==> src/rtl/wsp_pkg.sv <==
// Shared types, codes and header constants for the WebAssembly section parser.
package wsp_pkg;

    typedef enum logic [2:0] {
        KIND_MAGIC    = 3'd0,
        KIND_VERSION  = 3'd1,
        KIND_ID       = 3'd2,
        KIND_SIZE     = 3'd3,
        KIND_NAMELEN  = 3'd4,
        KIND_NAME     = 3'd5,
        KIND_CUSTOM   = 3'd6,
        KIND_OTHER    = 3'd7
    } wsp_kind_t;

    typedef enum logic [2:0] {
        ERR_NONE      = 3'd0,
        ERR_MAGIC     = 3'd1,
        ERR_VERSION   = 3'd2,
        ERR_OVERLONG  = 3'd3,
        ERR_TRUNCATED = 3'd4,
        ERR_NAME      = 3'd5
    } wsp_err_t;

    // front-end classification of a byte against the file header
    typedef struct packed {
        logic hdr_match;
        logic hdr_final;
    } wsp_class_t;

    localparam int QUEUE_DEPTH = 2;
    localparam int HEADER_BYTES = 8;
    localparam logic [2:0] LEB_LAST_INDEX = 3'd4;
    localparam logic [7:0] CUSTOM_SECTION_ID = 8'h00;

    function automatic logic [7:0] wsp_header_byte(input logic [2:0] pos);
        logic [7:0] val;
        case (pos)
            3'd0:    val = 8'h00;
            3'd1:    val = 8'h61;
            3'd2:    val = 8'h73;
            3'd3:    val = 8'h6D;
            3'd4:    val = 8'h01;
            default: val = 8'h00;
        endcase
        return val;
    endfunction

endpackage

==> src/rtl/wsp_in_if.sv <==
// Input byte channel: one file byte and its end-of-file mark per transaction.
interface wsp_in_if;
    logic       valid;
    logic       ready;
    logic [7:0] data_byte;
    logic       file_last;

    modport source (output valid, output data_byte, output file_last, input ready);
    modport sink   (input valid, input data_byte, input file_last, output ready);
endinterface

==> src/rtl/wsp_out_if.sv <==
// Result channel: one byte classification per transaction.
interface wsp_out_if;
    logic        valid;
    logic        ready;
    logic [2:0]  byte_kind;
    logic [7:0]  byte_echo;
    logic [31:0] file_offset;
    logic [15:0] section_number;
    logic [7:0]  section_kind;
    logic [31:0] decoded_value;
    logic        value_done;
    logic        section_last;
    logic [2:0]  error_code;
    logic        end_echo;

    modport source (
        output valid, output byte_kind, output byte_echo, output file_offset,
        output section_number, output section_kind, output decoded_value,
        output value_done, output section_last, output error_code, output end_echo,
        input ready
    );
    modport sink (
        input valid, input byte_kind, input byte_echo, input file_offset,
        input section_number, input section_kind, input decoded_value,
        input value_done, input section_last, input error_code, input end_echo,
        output ready
    );
endinterface

==> src/rtl/wasm_section_parser.sv <==
// Top level of the WebAssembly section parser: front end, queue and back end.
// Takes one file byte per transaction and returns one classification per byte, in
// order. Sustained rate is one byte per clock while the result sink keeps ready high:
// every byte's parse-state update (LEB shift-accumulate, section and name down-counters,
// sticky error) is done combinationally in the back end and registered on the pop.
// Result valid rises once the input transaction has passed the queue write, then the
// result register; a two-entry queue between the front end and the back end, plus the
// result register, lets input keep flowing while a result waits to be taken.
module wasm_section_parser
    import wsp_pkg::*;
#(
    parameter int OFFSET_WIDTH        = 32,
    parameter int SECTION_COUNT_WIDTH = 16
)
(
    input  logic      clk,
    input  logic      rst_n,
    wsp_in_if.sink    bytes,
    wsp_out_if.source results
);

    localparam int CLW = $bits(wsp_class_t);
    localparam int QW  = OFFSET_WIDTH + 8 + 1 + CLW;

    logic                    push;
    logic [OFFSET_WIDTH-1:0] push_offset;
    logic [7:0]              push_byte;
    logic                    push_last;
    wsp_class_t              push_class;
    logic                    q_full;
    logic                    q_valid;
    logic                    q_pop;
    logic [QW-1:0]           q_data;
    logic [OFFSET_WIDTH-1:0] q_offset;
    logic [7:0]              q_byte;
    logic                    q_last;
    wsp_class_t              q_class;

    wsp_front #(
        .OFFSET_WIDTH (OFFSET_WIDTH)
    ) u_front (
        .clk         (clk),
        .rst_n       (rst_n),
        .bytes       (bytes),
        .q_full      (q_full),
        .push        (push),
        .push_offset (push_offset),
        .push_byte   (push_byte),
        .push_last   (push_last),
        .push_class  (push_class)
    );

    wsp_queue #(
        .WIDTH (QW)
    ) u_queue (
        .clk       (clk),
        .rst_n     (rst_n),
        .push      (push),
        .push_data ({push_offset, push_byte, push_last, push_class}),
        .full      (q_full),
        .pop       (q_pop),
        .valid     (q_valid),
        .pop_data  (q_data)
    );

    assign {q_offset, q_byte, q_last, q_class} = q_data;

    wsp_back #(
        .OFFSET_WIDTH        (OFFSET_WIDTH),
        .SECTION_COUNT_WIDTH (SECTION_COUNT_WIDTH)
    ) u_back (
        .clk      (clk),
        .rst_n    (rst_n),
        .q_valid  (q_valid),
        .q_offset (q_offset),
        .q_byte   (q_byte),
        .q_last   (q_last),
        .q_class  (q_class),
        .q_pop    (q_pop),
        .results  (results)
    );

endmodule

==> src/rtl/wsp_front.sv <==
// Front end: accepts bytes, tracks the file offset and checks header bytes.
module wsp_front
    import wsp_pkg::*;
#(
    parameter int OFFSET_WIDTH = 32
)
(
    input  logic                    clk,
    input  logic                    rst_n,
    wsp_in_if.sink                  bytes,
    input  logic                    q_full,
    output logic                    push,
    output logic [OFFSET_WIDTH-1:0] push_offset,
    output logic [7:0]              push_byte,
    output logic                    push_last,
    output wsp_class_t              push_class
);

    logic [OFFSET_WIDTH-1:0] offset_reg;
    logic [OFFSET_WIDTH-1:0] offset_next;
    logic                    in_header;

    assign bytes.ready = !q_full;
    assign push        = bytes.valid && !q_full;

    assign in_header = (offset_reg[OFFSET_WIDTH-1:3] == '0);

    assign push_offset          = offset_reg;
    assign push_byte            = bytes.data_byte;
    assign push_last            = bytes.file_last;
    assign push_class.hdr_match = in_header
                                  && (bytes.data_byte == wsp_header_byte(offset_reg[2:0]));
    assign push_class.hdr_final = in_header && (offset_reg[1:0] == 2'b11);

    always_comb
    begin
        offset_next = offset_reg;
        if (push)
        begin
            if (bytes.file_last)
                offset_next = '0;
            else
                offset_next = offset_reg + {{(OFFSET_WIDTH-1){1'b0}}, 1'b1};
        end
    end

    always_ff @(posedge clk or negedge rst_n)
    begin
        if (!rst_n)
            offset_reg <= '0;
        else
            offset_reg <= offset_next;
    end

endmodule

==> src/rtl/wsp_queue.sv <==
// Small FIFO between the front end and the parse back end.
module wsp_queue
    import wsp_pkg::*;
#(
    parameter int WIDTH = 8
)
(
    input  logic             clk,
    input  logic             rst_n,
    input  logic             push,
    input  logic [WIDTH-1:0] push_data,
    output logic             full,
    input  logic             pop,
    output logic             valid,
    output logic [WIDTH-1:0] pop_data
);

    localparam int PW = (QUEUE_DEPTH > 1) ? $clog2(QUEUE_DEPTH) : 1;
    localparam int CW = $clog2(QUEUE_DEPTH + 1);
    localparam logic [PW-1:0] LAST_PTR = PW'(QUEUE_DEPTH - 1);
    localparam logic [CW-1:0] DEPTH_C = CW'(QUEUE_DEPTH);

    logic [WIDTH-1:0] mem_reg [QUEUE_DEPTH];
    logic [PW-1:0]    wr_ptr_reg;
    logic [PW-1:0]    wr_ptr_next;
    logic [PW-1:0]    rd_ptr_reg;
    logic [PW-1:0]    rd_ptr_next;
    logic [CW-1:0]    count_reg;
    logic [CW-1:0]    count_next;
    logic             do_push;
    logic             do_pop;

    assign full     = (count_reg == DEPTH_C);
    assign valid    = (count_reg != '0);
    assign pop_data = mem_reg[rd_ptr_reg];
    assign do_push  = push && !full;
    assign do_pop   = pop && valid;

    always_comb
    begin
        wr_ptr_next = wr_ptr_reg;
        rd_ptr_next = rd_ptr_reg;
        count_next  = count_reg;
        if (do_push)
            wr_ptr_next = (wr_ptr_reg == LAST_PTR) ? '0 : wr_ptr_reg + PW'(1);
        if (do_pop)
            rd_ptr_next = (rd_ptr_reg == LAST_PTR) ? '0 : rd_ptr_reg + PW'(1);
        if (do_push && !do_pop)
            count_next = count_reg + CW'(1);
        else if (do_pop && !do_push)
            count_next = count_reg - CW'(1);
    end

    always_ff @(posedge clk or negedge rst_n)
    begin
        if (!rst_n)
        begin
            wr_ptr_reg <= '0;
            rd_ptr_reg <= '0;
            count_reg  <= '0;
        end
        else
        begin
            wr_ptr_reg <= wr_ptr_next;
            rd_ptr_reg <= rd_ptr_next;
            count_reg  <= count_next;
        end
    end

    always_ff @(posedge clk)
    begin
        if (do_push)
            mem_reg[wr_ptr_reg] <= push_data;
    end

endmodule

==> src/rtl/wsp_back.sv <==
// Back end: section walk, LEB128 decoding, sticky errors and the result register.
module wsp_back
    import wsp_pkg::*;
#(
    parameter int OFFSET_WIDTH        = 32,
    parameter int SECTION_COUNT_WIDTH = 16
)
(
    input  logic                    clk,
    input  logic                    rst_n,
    input  logic                    q_valid,
    input  logic [OFFSET_WIDTH-1:0] q_offset,
    input  logic [7:0]              q_byte,
    input  logic                    q_last,
    input  wsp_class_t              q_class,
    output logic                    q_pop,
    wsp_out_if.source               results
);

    typedef enum logic [7:0] {
        PH_MAGIC   = 8'b0000_0001,
        PH_VERSION = 8'b0000_0010,
        PH_ID      = 8'b0000_0100,
        PH_SIZE    = 8'b0000_1000,
        PH_NAMELEN = 8'b0001_0000,
        PH_NAME    = 8'b0010_0000,
        PH_CONTENT = 8'b0100_0000,
        PH_HALT    = 8'b1000_0000
    } wsp_phase_t;

    localparam int SCW = SECTION_COUNT_WIDTH;

    wsp_phase_t         phase_reg, phase_next;
    logic [31:0]        acc_reg, acc_next;
    logic [2:0]         lcnt_reg, lcnt_next;
    logic [31:0]        sec_left_reg, sec_left_next;
    logic [31:0]        name_left_reg, name_left_next;
    logic [SCW-1:0]     sec_cnt_reg, sec_cnt_next;
    logic [7:0]         sec_id_reg, sec_id_next;
    wsp_err_t           err_reg, err_next;

    logic               out_valid_reg, out_valid_next;
    wsp_kind_t          out_kind_reg;
    logic [7:0]         out_byte_reg;
    logic [31:0]        out_offset_reg;
    logic [15:0]        out_secnum_reg;
    logic [7:0]         out_secid_reg;
    logic [31:0]        out_value_reg;
    logic               out_done_reg;
    logic               out_seclast_reg;
    wsp_err_t           out_err_reg;
    logic               out_last_reg;

    wsp_kind_t          kind;
    logic [31:0]        value;
    logic               done;
    logic               sec_last;
    logic               leb_over;
    logic               leb_fin;
    logic [31:0]        leb_acc;
    logic [31:0]        sec_left_dec;
    logic [31:0]        name_left_dec;
    logic [31:0]        off32;
    logic [15:0]        secnum16;

    assign q_pop = q_valid && (!out_valid_reg || results.ready);

    generate
        if (OFFSET_WIDTH >= 32)
        begin : g_off_trunc
            assign off32 = q_offset[31:0];
        end
        else
        begin : g_off_ext
            assign off32 = {{(32-OFFSET_WIDTH){1'b0}}, q_offset};
        end
        if (SCW >= 16)
        begin : g_cnt_trunc
            assign secnum16 = sec_cnt_next[15:0];
        end
        else
        begin : g_cnt_ext
            assign secnum16 = {{(16-SCW){1'b0}}, sec_cnt_next};
        end
    endgenerate

    assign sec_left_dec  = sec_left_reg - 32'd1;
    assign name_left_dec = name_left_reg - 32'd1;

    // LEB128 byte step
    always_comb
    begin
        leb_over = (lcnt_reg >= LEB_LAST_INDEX) && (q_byte[7] || (q_byte[6:4] != 3'b000));
        leb_fin  = (lcnt_reg >= LEB_LAST_INDEX) || !q_byte[7];
        case (lcnt_reg)
            3'd0:    leb_acc = acc_reg | {25'b0, q_byte[6:0]};
            3'd1:    leb_acc = acc_reg | {18'b0, q_byte[6:0], 7'b0};
            3'd2:    leb_acc = acc_reg | {11'b0, q_byte[6:0], 14'b0};
            3'd3:    leb_acc = acc_reg | {4'b0, q_byte[6:0], 21'b0};
            default: leb_acc = acc_reg | {q_byte[3:0], 28'b0};
        endcase
    end

    always_comb
    begin
        phase_next     = phase_reg;
        acc_next       = acc_reg;
        lcnt_next      = lcnt_reg;
        sec_left_next  = sec_left_reg;
        name_left_next = name_left_reg;
        sec_cnt_next   = sec_cnt_reg;
        sec_id_next    = sec_id_reg;
        err_next       = err_reg;
        kind           = KIND_OTHER;
        value          = '0;
        done           = 1'b0;
        sec_last       = 1'b0;

        case (phase_reg)
            PH_MAGIC:
            begin
                kind = KIND_MAGIC;
                if (!q_class.hdr_match)
                begin
                    if (err_reg == ERR_NONE)
                        err_next = ERR_MAGIC;
                    phase_next = PH_HALT;
                end
                else if (q_class.hdr_final)
                    phase_next = PH_VERSION;
            end
            PH_VERSION:
            begin
                kind = KIND_VERSION;
                if (!q_class.hdr_match)
                begin
                    if (err_reg == ERR_NONE)
                        err_next = ERR_VERSION;
                    phase_next = PH_HALT;
                end
                else if (q_class.hdr_final)
                    phase_next = PH_ID;
            end
            PH_ID:
            begin
                kind        = KIND_ID;
                sec_id_next = q_byte;
                if (sec_cnt_reg != '1)
                    sec_cnt_next = sec_cnt_reg + SCW'(1);
                acc_next   = '0;
                lcnt_next  = '0;
                phase_next = PH_SIZE;
            end
            PH_SIZE:
            begin
                kind = KIND_SIZE;
                if (leb_over)
                begin
                    if (err_reg == ERR_NONE)
                        err_next = ERR_OVERLONG;
                    phase_next = PH_HALT;
                end
                else if (leb_fin)
                begin
                    done          = 1'b1;
                    value         = leb_acc;
                    sec_left_next = leb_acc;
                    acc_next      = '0;
                    lcnt_next     = '0;
                    if (sec_id_reg == CUSTOM_SECTION_ID)
                        phase_next = PH_NAMELEN;
                    else if (leb_acc == '0)
                    begin
                        sec_last   = 1'b1;
                        phase_next = PH_ID;
                    end
                    else
                        phase_next = PH_CONTENT;
                end
                else
                begin
                    acc_next  = leb_acc;
                    lcnt_next = lcnt_reg + 3'd1;
                end
            end
            PH_NAMELEN:
            begin
                kind = KIND_NAMELEN;
                if (sec_left_reg == '0)
                begin
                    if (err_reg == ERR_NONE)
                        err_next = ERR_NAME;
                    phase_next = PH_HALT;
                end
                else
                begin
                    sec_left_next = sec_left_dec;
                    if (leb_over)
                    begin
                        if (err_reg == ERR_NONE)
                            err_next = ERR_OVERLONG;
                        phase_next = PH_HALT;
                    end
                    else if (leb_fin)
                    begin
                        done      = 1'b1;
                        value     = leb_acc;
                        acc_next  = '0;
                        lcnt_next = '0;
                        if (leb_acc > sec_left_dec)
                        begin
                            if (err_reg == ERR_NONE)
                                err_next = ERR_NAME;
                            phase_next = PH_HALT;
                        end
                        else
                        begin
                            name_left_next = leb_acc;
                            if (leb_acc != '0)
                                phase_next = PH_NAME;
                            else if (sec_left_dec != '0)
                                phase_next = PH_CONTENT;
                            else
                            begin
                                sec_last   = 1'b1;
                                phase_next = PH_ID;
                            end
                        end
                    end
                    else
                    begin
                        acc_next  = leb_acc;
                        lcnt_next = lcnt_reg + 3'd1;
                    end
                end
            end
            PH_NAME:
            begin
                kind           = KIND_NAME;
                name_left_next = name_left_dec;
                sec_left_next  = sec_left_dec;
                if (name_left_dec == '0)
                begin
                    if (sec_left_dec == '0)
                    begin
                        sec_last   = 1'b1;
                        phase_next = PH_ID;
                    end
                    else
                        phase_next = PH_CONTENT;
                end
            end
            PH_CONTENT:
            begin
                kind          = (sec_id_reg == CUSTOM_SECTION_ID) ? KIND_CUSTOM : KIND_OTHER;
                sec_left_next = sec_left_dec;
                if (sec_left_dec == '0)
                begin
                    sec_last   = 1'b1;
                    phase_next = PH_ID;
                end
            end
            default:
            begin
                kind = KIND_OTHER;
            end
        endcase

        if (err_next != ERR_NONE)
            sec_last = 1'b0;
        if (q_last && (err_next == ERR_NONE) && (phase_next != PH_ID))
            err_next = ERR_TRUNCATED;
    end

    always_comb
    begin
        out_valid_next = out_valid_reg;
        if (q_pop)
            out_valid_next = 1'b1;
        else if (results.ready)
            out_valid_next = 1'b0;
    end

    always_ff @(posedge clk or negedge rst_n)
    begin
        if (!rst_n)
        begin
            phase_reg     <= PH_MAGIC;
            acc_reg       <= '0;
            lcnt_reg      <= '0;
            sec_left_reg  <= '0;
            name_left_reg <= '0;
            sec_cnt_reg   <= '0;
            sec_id_reg    <= '0;
            err_reg       <= ERR_NONE;
            out_valid_reg <= 1'b0;
        end
        else
        begin
            out_valid_reg <= out_valid_next;
            if (q_pop)
            begin
                if (q_last)
                begin
                    phase_reg     <= PH_MAGIC;
                    acc_reg       <= '0;
                    lcnt_reg      <= '0;
                    sec_left_reg  <= '0;
                    name_left_reg <= '0;
                    sec_cnt_reg   <= '0;
                    sec_id_reg    <= '0;
                    err_reg       <= ERR_NONE;
                end
                else
                begin
                    phase_reg     <= phase_next;
                    acc_reg       <= acc_next;
                    lcnt_reg      <= lcnt_next;
                    sec_left_reg  <= sec_left_next;
                    name_left_reg <= name_left_next;
                    sec_cnt_reg   <= sec_cnt_next;
                    sec_id_reg    <= sec_id_next;
                    err_reg       <= err_next;
                end
            end
        end
    end

    always_ff @(posedge clk)
    begin
        if (q_pop)
        begin
            out_kind_reg    <= kind;
            out_byte_reg    <= q_byte;
            out_offset_reg  <= off32;
            out_secnum_reg  <= secnum16;
            out_secid_reg   <= sec_id_next;
            out_value_reg   <= done ? value : 32'd0;
            out_done_reg    <= done;
            out_seclast_reg <= sec_last;
            out_err_reg     <= err_next;
            out_last_reg    <= q_last;
        end
    end

    assign results.valid          = out_valid_reg;
    assign results.byte_kind      = out_kind_reg;
    assign results.byte_echo      = out_byte_reg;
    assign results.file_offset    = out_offset_reg;
    assign results.section_number = out_secnum_reg;
    assign results.section_kind   = out_secid_reg;
    assign results.decoded_value  = out_value_reg;
    assign results.value_done     = out_done_reg;
    assign results.section_last   = out_seclast_reg;
    assign results.error_code     = out_err_reg;
    assign results.end_echo       = out_last_reg;

    a_err_halts: assert property (@(posedge clk) disable iff (!rst_n)
        (err_reg != ERR_NONE) |-> (phase_reg == PH_HALT))
        else $error("sticky error without halted parse");

    a_done_kind: assert property (@(posedge clk) disable iff (!rst_n)
        (out_valid_reg && out_done_reg) |->
            (out_kind_reg == KIND_SIZE || out_kind_reg == KIND_NAMELEN))
        else $error("value_done on a byte that is not a LEB byte");

    a_seclast_clean: assert property (@(posedge clk) disable iff (!rst_n)
        (out_valid_reg && out_seclast_reg) |-> (out_err_reg == ERR_NONE))
        else $error("section end flagged under an error");

    a_leb_count: assert property (@(posedge clk) disable iff (!rst_n)
        (lcnt_reg <= LEB_LAST_INDEX))
        else $error("LEB byte count out of range");

endmodule

==> src/flat_wrapper.sv <==
// flat-port wrapper written by rule: the top's interface ports become plain ports
module wasm_section_parser_flat import wsp_pkg::*;
#(
    parameter int OFFSET_WIDTH        = 32,
    parameter int SECTION_COUNT_WIDTH = 16
)
  (clk, rst_n, bytes_valid, bytes_data_byte, bytes_file_last, bytes_ready, results_valid, results_byte_kind, results_byte_echo, results_file_offset, results_section_number, results_section_kind, results_decoded_value, results_value_done, results_section_last, results_error_code, results_end_echo, results_ready);
  wsp_in_if bytes_i ();
  wsp_out_if results_i ();
  input  logic clk;
  input  logic rst_n;
  input wire logic [$bits(bytes_i.valid)-1:0] bytes_valid;
  input wire logic [$bits(bytes_i.data_byte)-1:0] bytes_data_byte;
  input wire logic [$bits(bytes_i.file_last)-1:0] bytes_file_last;
  output wire logic [$bits(bytes_i.ready)-1:0] bytes_ready;
  output wire logic [$bits(results_i.valid)-1:0] results_valid;
  output wire logic [$bits(results_i.byte_kind)-1:0] results_byte_kind;
  output wire logic [$bits(results_i.byte_echo)-1:0] results_byte_echo;
  output wire logic [$bits(results_i.file_offset)-1:0] results_file_offset;
  output wire logic [$bits(results_i.section_number)-1:0] results_section_number;
  output wire logic [$bits(results_i.section_kind)-1:0] results_section_kind;
  output wire logic [$bits(results_i.decoded_value)-1:0] results_decoded_value;
  output wire logic [$bits(results_i.value_done)-1:0] results_value_done;
  output wire logic [$bits(results_i.section_last)-1:0] results_section_last;
  output wire logic [$bits(results_i.error_code)-1:0] results_error_code;
  output wire logic [$bits(results_i.end_echo)-1:0] results_end_echo;
  input wire logic [$bits(results_i.ready)-1:0] results_ready;
  assign bytes_i.valid = bytes_valid;
  assign bytes_i.data_byte = bytes_data_byte;
  assign bytes_i.file_last = bytes_file_last;
  assign bytes_ready = bytes_i.ready;
  assign results_valid = results_i.valid;
  assign results_byte_kind = results_i.byte_kind;
  assign results_byte_echo = results_i.byte_echo;
  assign results_file_offset = results_i.file_offset;
  assign results_section_number = results_i.section_number;
  assign results_section_kind = results_i.section_kind;
  assign results_decoded_value = results_i.decoded_value;
  assign results_value_done = results_i.value_done;
  assign results_section_last = results_i.section_last;
  assign results_error_code = results_i.error_code;
  assign results_end_echo = results_i.end_echo;
  assign results_i.ready = results_ready;
  wasm_section_parser #(.OFFSET_WIDTH(OFFSET_WIDTH), .SECTION_COUNT_WIDTH(SECTION_COUNT_WIDTH)) u_core (.clk(clk), .rst_n(rst_n), .bytes(bytes_i), .results(results_i));
endmodule
==> config.mk <==
export PLATFORM = sky130hd
export DESIGN_NAME = wasm_section_parser_flat
export DESIGN_NICKNAME = d
export VERILOG_FILES = /design/src/rtl/wsp_pkg.sv /design/src/rtl/wsp_in_if.sv /design/src/rtl/wsp_out_if.sv /design/src/rtl/wasm_section_parser.sv /design/src/rtl/wsp_front.sv /design/src/rtl/wsp_queue.sv /design/src/rtl/wsp_back.sv /design/src/flat_wrapper.sv
export SDC_FILE = /design/constraint.sdc
export NUM_CORES = 1
export LEC_CHECK = 0
export CAP_MARGIN = 20
export CORE_AREA = 5 5 275 277
export CTS_BUF_LIST = sky130_fd_sc_hd__clkbuf_8
export DETAILED_ROUTE_END_ITERATION = 10
export DIE_AREA = 0 0 280 282
export DONT_BUFFER_PORTS = 1
export MAX_ROUTING_LAYER = met4
export SLEW_MARGIN = 10
export SYNTH_ARGS = -nofsm -noshare
export SYNTH_HDL_FRONTEND = slang
export SYNTH_SLANG_ARGS = --single-unit
export TNS_END_PERCENT = 50
==> constraint.sdc <==
create_clock -name clk -period 5 [get_ports clk]
set_input_delay 0.25 -clock clk [delete_from_list [all_inputs] [get_ports clk]]
set_output_delay 0.25 -clock clk [all_outputs]
set_load 0.01 [all_outputs]
==> impl_metrics.py <==
metrics = {
    "synthesis": {
        "syn-num-nets": 1759,
        "synth_top_area_share_pct": 31.9,
        "synth_edf_count": 191,
        "synth_area_sq_mm": 0.0180,
        "synth_mux_area_share_pct": 3.28,
        "yosysUniqueCellTypes": 76,
        "synth-xor-area-share_pct": 3.80,
        "synthSimpleGateAreaFrac_pct": 17.5,
        "ys_dominant_reg_cell": "edfxtp_1",
        "yosysWarningCount": 0,
        "synthAdderAreaFrac_pct": 3.41,
        "async_reset_ff_share_pct": 47.2,
        "yosysSeqAreaShare_pct": 55.7,
        "synth_area_leaders": "edfxtp_1, dfrtp_1, o21ai_0",
        "synth_top_family_by_area": "simple AND/OR/NAND/NOR gates",
        "synth.largest_area_cell": "edfxtp_1",
        "syn_area_per_cell_sq_um": 10.6,
        "ys_seq_elements": 362,
        "synth_compound_area_share_pct": 13.1,
        "synth_cells": 1697,
    },
    "placement": {
        "dp_hpwl_um": 37500,
        "routabilityCongestion": 0.924,
        "dp_slack_ps": 92.5,
        "io_buffers": 0,
    },
    "route": {
        "vias": 13655,
        "drtPass1Iterations": 6,
        "drc": 0,
        "postRouteAntennaNets": 0,
        "drtIter0Drc": 1176,
        "vias_per_cell": 4.94,
        "wl_um": 54700,
        "wire_per_inst_um": 19.8,
    },
    "pwr": {
        "p_leak_nw": 8.30,
        "ir_drop_uv": 278,
        "power_density_mw_per_mm2": 506,
    },
    "job": {
        "max_cap_viol_count": 0,
    },
    "worst_hold_path": {
        "hp-class": "in2reg",
    },
    "die": {
        "die_area_sq_mm": 0.0790,
        "die_w_um": 280,
        "core_area_sq_mm": 0.0726,
        "die_h_um": 282,
        "fp-row-count": 99,
        "num_io_pins": 120,
        "initial_core_util_pct": 24.8,
    },
    "clock_tree": {
        "cts_buffers": 66,
        "tritoncts": "done",
        "htree_levels": 3,
        "clock_tree.buffer_depth": 3,
        "cts_root_buf": "clkbuf_8",
        "path_clk_slew_ps": 60,
        "clk_latency_ps": 650,
        "cts.sinks": 362,
    },
    "timing": {
        "hold_viol": 0,
        "holdWs_ps": 95.4,
        "slew_headroom_pct": 24.4,
        "slew_violations": 0,
        "rsz0062_at_grt": "no",
        "period_needed_ps": 4750,
        "worst_pin_slew_ps": 1130,
        "layout_setup_ws_ps": 254,
        "skew_ps": 25.7,
        "fin_setup_tns_ps": 0,
        "fin_crit_sh_pct": 94.9,
        "setup_viol": 0,
        "fmax_mhz": 211,
    },
    "worst_setup_path": {
        "r2r_setup_slack_ps": 250,
        "crit_start": "u_core.u_queue.rd_ptr_reg$_DFFE_PN0P_",
        "cp-end-kind": "register",
        "r2r-end": "u_core.u_back.results.error_code[2]$_DFFE_PP_",
        "worstPathArrival_ps": 5120,
        "worst-path-max-fanout": 18,
        "worst_setup_path_start_kind": "register",
        "reg2reg_depth": 15,
        "worstSetupPathType": "reg2reg",
        "crit_required_ps": 5370,
        "crit_end": "u_core.u_back.results.error_code[2]$_DFFE_PP_",
        "r2r-start": "u_core.u_queue.rd_ptr_reg$_DFFE_PN0P_",
    },
    "layout": {
        "mostFrequentLayoutCells": "edfxtp_1, dfrtp_1, nor2_1",
        "drive_above_1_share_pct": 12.9,
        "fin_util_pct": 28.6,
        "final_common_cell": "edfxtp_1",
        "largest_register_ffs": 86,
        "layout.nets": 1816,
        "area_growth_pct": 15.5,
    },
    "grt": {
        "grt_pass1_wl_um": 84100,
        "grt_usage_pct": 14.1,
        "grt_max_degree": 172,
        "grt_pass1_vias": 13619,
        "overflow": 0,
        "antenna_found_initial": 3,
    },
    "outcome": {
        "outcome": "completed",
    },
}
-- through the flow --
step                area (sq um)  power (W)  cells
floorplan                  18000    0.00657   1697
global placement           19300    0.00774   2624
detailed placement         19300    0.00778   2624
CTS                        20600     0.0106   2755
global route               20800     0.0111   2765
finish                     20800     0.0105   2765
-- layer usage --
layer	part of all wire, %	GRT usage, %	vias up
met5	0	-	-
met4	2.5	4.81	0
met3	6.8	3.42	93
met2	46	21.6	453
met1	45	18.3	6778
li1	-	-	6331
-- worst max-delay path, stage by stage, from the launching register on --
cell and delay (ps):
dfrtp_2 640, mux2_2 560, a21oi_1 510, inv_1 190, ha_1 360, nand4_1 170, or4_1 580, a21oi_1 180
o31a_1 190, o21ai_2 100, buf_4 160, nand3_1 130, o21ai_0 120, a21oi_1 220, and4b_1 230, a32oi_1 110
-- kinds of logic (layout without fill, tap and decap cells) --
kind of cell | Yosys count | after routing
other | 0 | 2
AND/OR/NAND/NOR | 608 | 608
XOR/XNOR | 78 | 78
AO/OA/AOI/OAI | 403 | 403
multiplexers | 53 | 53
flip-flops | 362 | 362
buffers and inverters | 144 | 251
adder cells (fa/ha/maj) | 49 | 49
-- worst min-delay path by stage --
stage,end,slack [ps],start,cells after the start
after floorplan,u_core.u_back.acc_reg[0]$_DFFE_PN0P_,-50,rst_n,0
after global placement,u_core.u_back.name_left_reg[22]$_DFFE_PN0P_,-10,rst_n,0
after detailed placement,u_core.u_back.name_left_reg[22]$_DFFE_PN0P_,-10,rst_n,0
after CTS,u_core.u_queue.mem_reg[0][1]$_DFFE_PP_,50,bytes_data_byte[0],4
after global routing,u_core.u_queue.mem_reg[0][1]$_DFFE_PP_,80,bytes_data_byte[0],4
final,u_core.u_queue.mem_reg[0][1]$_DFFE_PP_,100,bytes_data_byte[0],4
-- timing repair --
action	4_1_cts	5_1_grt
setup buffers	0	6
endpoints found under the setup margin	0	37
hold buffers	13	0
hold endpoints to repair	197	0
resized for setup	0	7
-- layout make-up --
cell class / instances / area (sq um)
Sequential cell: 362 / 10000
Inverter: 69 / 262
Timing Repair Buffer: 64 / 571
Antenna cell: 2 / 5.00
Clock inverter: 45 / 229
Clock buffer: 73 / 1000
Multi-Input combinational cell: 1191 / 7470
Fill cell: 7572 / 51800
Tap cell: 959 / 1200
-- synthesized netlist by cell type, types with 3 or more instances --
| cell | count |
|---|---|
| nor3b_1 | 5 |
| nand2_1 | 162 |
| nand3_1 | 36 |
| nor2b_1 | 8 |
| or3_1 | 26 |
| nand4_1 | 35 |
| dfrtp_1 | 170 |
| nand2b_1 | 10 |
| or2_2 | 4 |
| and3b_1 | 3 |
| mux2_2 | 47 |
| a21oi_1 | 116 |
| nor3_1 | 44 |
| mux2i_1 | 6 |
| o21ai_1 | 40 |
| a22oi_1 | 6 |
| nand4b_1 | 6 |
| xor2_1 | 43 |
| clkbuf_1 | 58 |
| o21ai_0 | 136 |
| edfxtp_1 | 191 |
| or4_1 | 9 |
| and3_1 | 14 |
| a22o_1 | 19 |
| inv_1 | 66 |
| nor4_4 | 5 |
| buf_2 | 13 |
| and4b_1 | 3 |
| a21o_1 | 6 |
| nand3b_1 | 5 |
| and4_1 | 5 |
| a211o_1 | 3 |
| nor4_1 | 32 |
| nor4_2 | 4 |
| a32oi_1 | 3 |
| o211ai_1 | 22 |
| xnor2_1 | 35 |
| ha_1 | 49 |
| nor2_1 | 167 |
| o31ai_1 | 19 |
| a31oi_1 | 12 |
| and2_1 | 10 |
-- report_power, final --
part           internal [W]  switching [W]  leakage (nW)
clock network       0.00140        0.00129         0.737
registers           0.00399       0.000617          4.18
logic               0.00104        0.00216          3.38
total               0.00644        0.00407          8.30
Note: power is estimated with default switching activity, not from simulation.
